==> src/hw/rtl/psgeg_pkg.sv <==
`timescale 1ns / 1ps

package psgeg_pkg;

  // Level steps of the envelope (legal range 16 .. 32)
  localparam int STEPS_DEF = 32;

  localparam int LEVEL_W    = 5;
  localparam int PERIOD_W   = 16;
  localparam int PRESCALE_W = 20;
  localparam int SHAPE_W    = 4;

  // Shape bit positions
  localparam int SHAPE_CONT_BIT   = 3;
  localparam int SHAPE_ATTACK_BIT = 2;
  localparam int SHAPE_ALT_BIT    = 1;
  localparam int SHAPE_HOLD_BIT   = 0;

  // Request codes
  localparam logic REQ_TICK  = 1'b0;
  localparam logic REQ_SHAPE = 1'b1;

  typedef struct packed {
    logic               req_type;
    logic [SHAPE_W-1:0] shape_code;
  } in_word_t;

  typedef struct packed {
    logic [LEVEL_W-1:0] level;
    logic               holding;
    logic               rising;
  } out_word_t;

endpackage

==> src/hw/rtl/psg_envelope_generator.sv <==
`timescale 1ns / 1ps

// Channel | Direction | Handshake             | Word
// in_     | input     | in_valid / in_ready   | psgeg_pkg::in_word_t (tick or shape write)
// out_    | output    | out_valid / out_ready | psgeg_pkg::out_word_t (level, holding, rising)
// cfg_    | input     | cfg_valid / cfg_ready | env_period, 16 bits
//
// One word per cycle while the output is not stalled; each input word yields its result in the cycle after acceptance.
// Prescaler compare and step update are combinational and feed the result register directly.
// rst_n is synchronous: level 0, counting up, not held, shape 0, prescaler 0, period 0.
// in_ready is high while the result register is empty or being drained; a stalled output holds it low.
// cfg_ready is always high.

module psg_envelope_generator #(
  parameter int STEPS = psgeg_pkg::STEPS_DEF
) (
  input  logic                                clk,
  input  logic                                rst_n,
  input  logic                                in_valid,
  output logic                                in_ready,
  input  psgeg_pkg::in_word_t                 in_data,
  output logic                                out_valid,
  input  logic                                out_ready,
  output psgeg_pkg::out_word_t                out_data,
  input  logic                                cfg_valid,
  output logic                                cfg_ready,
  input  logic [psgeg_pkg::PERIOD_W-1:0]      cfg_env_period
);

  localparam logic [psgeg_pkg::LEVEL_W-1:0] LEVEL_TOP = psgeg_pkg::LEVEL_W'(STEPS - 1);
  localparam logic [psgeg_pkg::LEVEL_W-1:0] LEVEL_BOT = '0;

  logic [psgeg_pkg::PERIOD_W-1:0]   period_r;
  logic [psgeg_pkg::LEVEL_W-1:0]    level_r, level_nxt;
  logic                             up_r, up_nxt;
  logic                             held_r, held_nxt;
  logic [psgeg_pkg::SHAPE_W-1:0]    shape_r, shape_nxt;
  logic [psgeg_pkg::PRESCALE_W-1:0] presc_r, presc_nxt;
  logic                             out_valid_r;
  psgeg_pkg::out_word_t             out_data_r, out_data_nxt;

  logic                             in_fire;
  logic [psgeg_pkg::PERIOD_W-1:0]   per_eff;
  logic [psgeg_pkg::PRESCALE_W-1:0] limit;
  logic [psgeg_pkg::PRESCALE_W-1:0] presc_inc;
  logic                             at_end;
  logic                             atk, alt, cont, hold, new_atk;

  assign in_ready  = !out_valid_r || out_ready;
  assign in_fire   = in_valid && in_ready;
  assign cfg_ready = 1'b1;
  assign out_valid = out_valid_r;
  assign out_data  = out_data_r;

  // Prescaler limit: 8 * max(1, period)
  assign per_eff   = (period_r == '0) ? psgeg_pkg::PERIOD_W'(1) : period_r;
  assign limit     = {1'b0, per_eff, 3'b000};
  assign presc_inc = presc_r + psgeg_pkg::PRESCALE_W'(1);

  assign atk     = shape_r[psgeg_pkg::SHAPE_ATTACK_BIT];
  assign alt     = shape_r[psgeg_pkg::SHAPE_ALT_BIT];
  assign cont    = shape_r[psgeg_pkg::SHAPE_CONT_BIT];
  assign hold    = shape_r[psgeg_pkg::SHAPE_HOLD_BIT];
  assign new_atk = in_data.shape_code[psgeg_pkg::SHAPE_ATTACK_BIT];
  assign at_end  = up_r ? (level_r >= LEVEL_TOP) : (level_r == LEVEL_BOT);

  // Envelope state update for one accepted word
  always_comb begin
    level_nxt = level_r;
    up_nxt    = up_r;
    held_nxt  = held_r;
    shape_nxt = shape_r;
    presc_nxt = presc_r;
    if (in_data.req_type == psgeg_pkg::REQ_SHAPE) begin
      // shape write restarts the sweep
      shape_nxt = in_data.shape_code;
      up_nxt    = new_atk;
      level_nxt = new_atk ? LEVEL_BOT : LEVEL_TOP;
      held_nxt  = 1'b0;
      presc_nxt = '0;
    end else begin
      presc_nxt = presc_inc;
      if (presc_inc >= limit) begin
        presc_nxt = '0;
        if (!held_r) begin
          if (!at_end) begin
            level_nxt = up_r ? level_r + psgeg_pkg::LEVEL_W'(1)
                             : level_r - psgeg_pkg::LEVEL_W'(1);
          end else if (!cont) begin
            // one sweep only: drop to zero and stay
            level_nxt = LEVEL_BOT;
            held_nxt  = 1'b1;
          end else if (hold) begin
            if (alt) begin
              level_nxt = atk ? LEVEL_BOT : LEVEL_TOP;
            end else begin
              level_nxt = up_r ? LEVEL_TOP : LEVEL_BOT;
            end
            held_nxt = 1'b1;
          end else begin
            // wrap, reversing first when alternating
            up_nxt    = alt ? !up_r : up_r;
            level_nxt = (alt ? !up_r : up_r) ? LEVEL_BOT : LEVEL_TOP;
          end
        end
      end
    end
    out_data_nxt.level   = level_nxt;
    out_data_nxt.holding = held_nxt;
    out_data_nxt.rising  = up_nxt;
  end

  // State and control registers
  always_ff @(posedge clk) begin
    if (!rst_n) begin
      period_r    <= '0;
      level_r     <= '0;
      up_r        <= 1'b1;
      held_r      <= 1'b0;
      shape_r     <= '0;
      presc_r     <= '0;
      out_valid_r <= 1'b0;
    end else begin
      if (cfg_valid && cfg_ready) begin
        period_r <= cfg_env_period;
      end
      if (in_fire) begin
        level_r     <= level_nxt;
        up_r        <= up_nxt;
        held_r      <= held_nxt;
        shape_r     <= shape_nxt;
        presc_r     <= presc_nxt;
        out_valid_r <= 1'b1;
      end else if (out_ready) begin
        out_valid_r <= 1'b0;
      end
    end
  end

  // Result word, loaded on accept
  always_ff @(posedge clk) begin
    if (in_fire) begin
      out_data_r <= out_data_nxt;
    end
  end

`ifndef NO_ASSERTIONS
  a_hold_at_end: assert property (@(posedge clk) disable iff (!rst_n)
    held_r |-> (level_r == LEVEL_BOT || level_r == LEVEL_TOP))
    else $error("held envelope not at an end level");

  a_level_range: assert property (@(posedge clk) disable iff (!rst_n)
    level_r <= LEVEL_TOP)
    else $error("envelope level beyond top step");

  a_fire_result: assert property (@(posedge clk) disable iff (!rst_n)
    in_fire |=> (out_valid_r && out_data_r.level == level_r &&
                 out_data_r.holding == held_r && out_data_r.rising == up_r))
    else $error("result word does not match envelope state");

  a_restart: assert property (@(posedge clk) disable iff (!rst_n)
    (in_fire && in_data.req_type == psgeg_pkg::REQ_SHAPE) |=>
      (!held_r && presc_r == '0 && up_r == $past(new_atk)))
    else $error("shape write did not restart the envelope");

  a_presc_bound: assert property (@(posedge clk) disable iff (!rst_n)
    (in_fire && in_data.req_type == psgeg_pkg::REQ_TICK) |=> presc_r < $past(limit))
    else $error("prescaler left above its limit after a tick");
`endif

endmodule

==> config.mk <==
export PLATFORM = sky130hd
export DESIGN_NAME = psg_envelope_generator
export DESIGN_NICKNAME = d
export VERILOG_FILES = /design/src/hw/rtl/psgeg_pkg.sv /design/src/hw/rtl/psg_envelope_generator.sv
export SDC_FILE = /design/constraint.sdc
export NUM_CORES = 1
export LEC_CHECK = 0
export ABC_AREA = 1
export BUFFER_PORTS_ARGS = -buffer_cell sky130_fd_sc_hd__buf_2
export CORE_MARGIN = 2
export CORE_UTILIZATION = 44
export CTS_CLUSTER_SIZE = 12
export DETAILED_ROUTE_END_ITERATION = 10
export PLACE_DENSITY = 0.7
export SYNTH_ARGS = -nofsm -noshare
export SYNTH_HDL_FRONTEND = slang
export SYNTH_SLANG_ARGS = --single-unit
==> constraint.sdc <==
create_clock -name clk -period 4 [get_ports clk]
set_input_delay 0.4 -clock clk [delete_from_list [all_inputs] [get_ports clk]]
set_output_delay 0.4 -clock clk [all_outputs]
set_load 0.02 [all_outputs]
Word level (Yosys, flattened, before mapping):

Cells that the tools add are included.

* bits in registers: 55
* output and inout port bits: 10
* logic and storage cells: 54

* magnitude comparators: 2
* multiplexer cells: 31
* reductions and logical operators: 8
* add/sub/neg operators: 3

Operators by type and width (number)
* 2-to-1 mux 5 bit: 12
* 2-to-1 mux 20 bit: 2
* adder 20 x 1 -> 20 bit (second input constant): 1
* greater-or-equal comparator 20 x 19 -> 1 bit: 1
* zero test 16 bit: 1
* 2-to-1 mux 1 bit: 16
* 2-to-1 mux 16 bit: 1
* adder 5 x 1 -> 5 bit (second input constant): 1
* greater-or-equal comparator 5 bit (second input constant): 1
* zero test 5 bit: 1
* subtractor 5 x 1 -> 5 bit (second input constant): 1
* zero test 1 bit: 2
* AND reduction 2 bit: 1
* nonzero test 2 bit: 1
* logical AND 1 bit: 1
* logical OR 1 bit: 1

Depth between registers and ports, before layout:

* depth in word-level cells: 9
* depth in mapped cells: 27

Worst setup path after synthesis:

No wires, ideal clock.

* path kind: register -> register
* from: reg presc_r[1] in the netlist's numbering
* to: reg presc_r[12] in the netlist's numbering
* setup time: 0.070 ns
* arrival: 2.869 ns
* required time: 3.930 ns
* setup slack: 1.061 ns
* path buffers: 1
* period minus slack after synthesis: 2.939 ns
* cell stages (with the launch flop): 26
* cells stage by stage: dfxtp_1 > ha_1 > nand2_1 > nor2_2 > nand3_1 > nor2_1 > nand2_1 > nor2_2 > inv_1 > nor2_1 > xor2_1 > ha_1 > nand2_1 > nor2_1 > nand3_1 > nand3_1 > nand2_1 > nand2_1 > nand2_1 > nand2_1 > nand2_1 > nand2_4 > nor2_8 > buf_12 > nand2_2 > a21oi_2

* word-level cells in the longest chain between the ends: 4

RTL lines
* from (decl): line psg_envelope_generator.sv:38 `logic [psgeg_pkg::PRESCALE_W-1:0] presc_r, presc_nxt;`
* from (signal assigned): line psg_envelope_generator.sv:132 `presc_r <= presc_nxt;`
* adder 20 x 1 -> 20 bit (*): line psg_envelope_generator.sv:58 `assign presc_inc = presc_r + psgeg_pkg::PRESCALE_W'(1);`
* greater-or-equal comparator 20 x 19 -> 1 bit: line psg_envelope_generator.sv:83 `if (presc_inc >= limit) begin`
* 2-to-1 mux 20 bit (*): line psg_envelope_generator.sv:83
* 2-to-1 mux 20 bit (*): line psg_envelope_generator.sv:74 `if (in_data.req_type == psgeg_pkg::REQ_SHAPE) begin`

Every way passes the cells marked *; elsewhere a longest branch is shown, timed or not.
A chain may end at the register's enable or synchronous reset.

Worst setup path after layout:

* from: reg presc_r[1] in the netlist's numbering
* to: reg presc_r[2] in the netlist's numbering

The elaborated chain is that of the path after synthesis.

==> flow_summary.ini <==
[placement]
gp_congestion = 0.8583
io_buffers = 34
hpwl_um = 5235

[yosys]
avgSynthCellArea_um2 = 7.276
netlist_area_mm2 = 0.003311
synth_seq_cells = 55
syn_inst = 455
yosysSeqAreaShare = 0.3537
netlist-cell-type-count = 38
synth_warnings = 0
synth_nets = 502

[timing]
tightestPinTransition_ps = 906.8
fin_crit_sh = 0.8899
timing.fmax_mhz = 280.9
fin_skew_ps = 14.84
finalSetupTns_ps = 0
rsz0062_at_grt = false
finalSetupViolations = 0
hold_viol = 0
period_needed_ps = 3560
hold_ws_ps = 338.8
maxSlewViolCount = 0
slew_headroom = 0.3917

[floorplanning]
fp.dieW_um = 90.74
dieArea_mm2 = 0.008234
initial_core_util = 0.4564
rows = 31
io_pins = 36
core_mm2 = 0.007253
die_h_um = 90.74

[grt]
grt_pass1_vias = 2691
antenna_found_initial = 0
grt_usage = 0.1720
grt-ovfl-total = 0
grt_start_max_net_pins = 32
grt_pass1_wl_um = 11850

[power]
p_leak_nw = 1.643
combPwrFrac = 0.168
cellInternalPower_mw = 0.7750
design_power_total_mw = 1.096
p_sw_mw = 0.3206
swShare = 0.2926
ir_drop_v = 0.0001355
power_density_mw_per_mm2 = 302.2
clockPowerShare = 0.282
seq_power_share = 0.549

[worst_setup_path]
slowest_stage = dfxtp_1
slowest_delay_ps = 370
critPathMaxFanout = 18
r2r_setup_slack_ps = 440
r2r_cells = 24
path_class = flip-flop to flip-flop
r2r_end = presc_r[2]
startpoint_type = flip-flop
critPathCaptureType = flip-flop
cp.required_ps = 4210
crit_top_cell = nand2_1
crit_buf_inv = 1
cp_cell_sequence = ha_1 -> nand2_1 -> nor2_2 -> nand3_1 -> nor2_1 -> nand2_1 -> nor2_2 -> inv_1 -> nor2_1 -> xor2_1 -> ha_1 -> nand2_1 -> nor2_1 -> nand3_1 -> nand3_1 -> nand2_1 -> nand2_1 -> nand2_1 -> nand2_1 -> nand2_1 -> nand2_4 -> nor2_8 -> nand3_1 -> a21oi_1
crit_arrival_ps = 3770
r2r-start = presc_r[1]
cpLargestDelayFamily = simple AND/OR/NAND/NOR gates

[final_layout]
layout-drive-gt1-share = 0.1570
area_growth_pct = 9.524
antenna_cells = 0
layout.nets = 530
final_cell_mix = nand2_1 (109), inv_1 (60), dfxtp_1 (48)
layout_commonest_cell = nand2_1
final_util = 0.4999

[route]
wl_per_cell_um = 11.78
drtIter0Drc = 147
vias = 2897
firstDrtPassIters = 4
avgViaCountPerCell = 4.969
drc = 0
drt_wl_total_um = 6866
ant_nets = 0

[clocking]
clk_latency_ps = 310
cts.path.max_buffers = 2
path_clk_slew_ps = 90
cts_tree = yes
post_cts_buffers = 0
clkSinkCount = 55
ctsHoldBuffers = 0
cts_resized = 0
cts_buffers = 5
htreeDepth = 2
root_buffer = clkbuf_8

[hold_path]
hp-start = cfg_env_period[0]
hp-class = primary input to flip-flop
hold_end = period_r[0]
hold_path_depth = 3

[flow_run]
cap_violations = 0

[run_status]
status = finished, final reports clean
## worst register-to-register path: cells and delay by family (launching register included)
family / cells / cell delay [ps]
compound gates: 1 / 140
xor+xnor: 1 / 240
fa+ha+maj: 2 / 470
buf+inv: 1 / 70
flops: 1 / 370
simple gates: 19 / 2220
## Yosys cell counts
cell      instances  area share
xnor2_2           1      0.0049
fa_1              1      0.0060
clkbuf_1         11       0.012
conb_1            1      0.0011
ha_1             20       0.076
dfxtp_1          48        0.29
o21ai_0          34       0.051
a221oi_1          1      0.0026
a21oi_1          42       0.063
buf_1             1      0.0011
xnor2_1           4       0.011
or2_2             2      0.0038
xor2_1           12       0.032
clkinv_1          1      0.0011
a31oi_1           1      0.0019
nor2_8            1      0.0060
buf_12            1      0.0060
nor3_1            5      0.0076
nand2_4           1      0.0034
buf_4             1      0.0023
a21oi_2          10       0.026
inv_1            60       0.068
nor3_4            1      0.0049
nor2_4            1      0.0034
nand3_2           1      0.0030
o21a_1            1      0.0023
nand2_2          11       0.021
nor2_1           23       0.026
nor2_2            4      0.0076
edfxtp_1          7       0.063
nand3_1          26       0.039
nor4_1            3      0.0057
nand2_1         109        0.12
a211oi_1          1      0.0023
nand4_1           5      0.0094
a21o_1            1      0.0023
a21oi_4           1      0.0049
a41o_1            1      0.0030
## how the worst max path moves through the flow
| stage | startpoint | endpoint | slack, ps | cells past startpoint |
|---|---|---|---|---|
| final | presc_r[1] | presc_r[2] | 440 | 24 |
| after floorplan | presc_r[1] | presc_r[12] | 1060 | 25 |
| after CTS | presc_r[1] | presc_r[1] | 410 | 24 |
| after global placement | presc_r[1] | presc_r[3] | 550 | 25 |
| after global routing | presc_r[1] | presc_r[2] | 50 | 24 |
| after detailed placement | presc_r[1] | presc_r[3] | 450 | 25 |
## cells by family after synthesis
logic type / count (synthesis) / synth area share
adders and majority gates: 21 / 0.08163
AOI/OAI and AO/OA: 93 / 0.1606
buffers and inverters: 75 / 0.09108
other: 1 / 0.001133
DFF: 55 / 0.3537
and+or+nand+nor: 193 / 0.2645
xor gates and xnor gates: 17 / 0.04724
## sequential cells by signal, indices dropped and copies added (netlist names)
register and count:
held_r 1, level_r 5, out_data 7, out_valid 1
period_r 16, presc_r 20, shape_r 4, up_r 1
## stage by stage
step / instances / cell area, µm² / worst slack [ps]
after global routing: 583 / 3626 / 50.66
after global placement: 575 / 3540 / 546.1
after CTS: 583 / 3626 / 413.5
final: 583 / 3626 / 440.4
after detailed placement: 575 / 3540 / 452.7
after floorplan: 455 / 3311 / 1061
## power groups by stage
stage / clock network [mW] / logic (mW) / registers, mW
2_1_floorplan: 0 / 0.130 / 0.618
3_3_place_gp: 0 / 0.181 / 0.614
3_5_place_dp: 0 / 0.184 / 0.615
4_1_cts: 0.319 / 0.185 / 0.602
5_1_grt: 0.340 / 0.211 / 0.605
6_report: 0.310 / 0.184 / 0.602
## final cells by class
class / count / area [µm²]
well taps: 99 / 123.9
inverters: 61 / 229.0
clock inverters: 2 / 13.76
repair buffers: 35 / 177.7
multi-input cells: 325 / 1838
flip-flops and latches: 55 / 1171
fillers: 736 / 3627
clock buffers: 6 / 72.57
## per-layer routing
| layer | wire length (µm) | share of wire | track usage | vias to the layer above |
|---|---|---|---|---|
| met1 | 3251 | 0.47 | 0.2195 | 1307 |
| met4 | 77 | 0.011 | 0.05256 | 0 |
| met2 | 3329 | 0.48 | 0.3022 | 56 |
| met5 | 0 | 0 | 0 | - |
| met3 | 207 | 0.030 | 0.02087 | 8 |
| li1 | - | - | - | 1526 |
(Power assumes the default switching activity.)
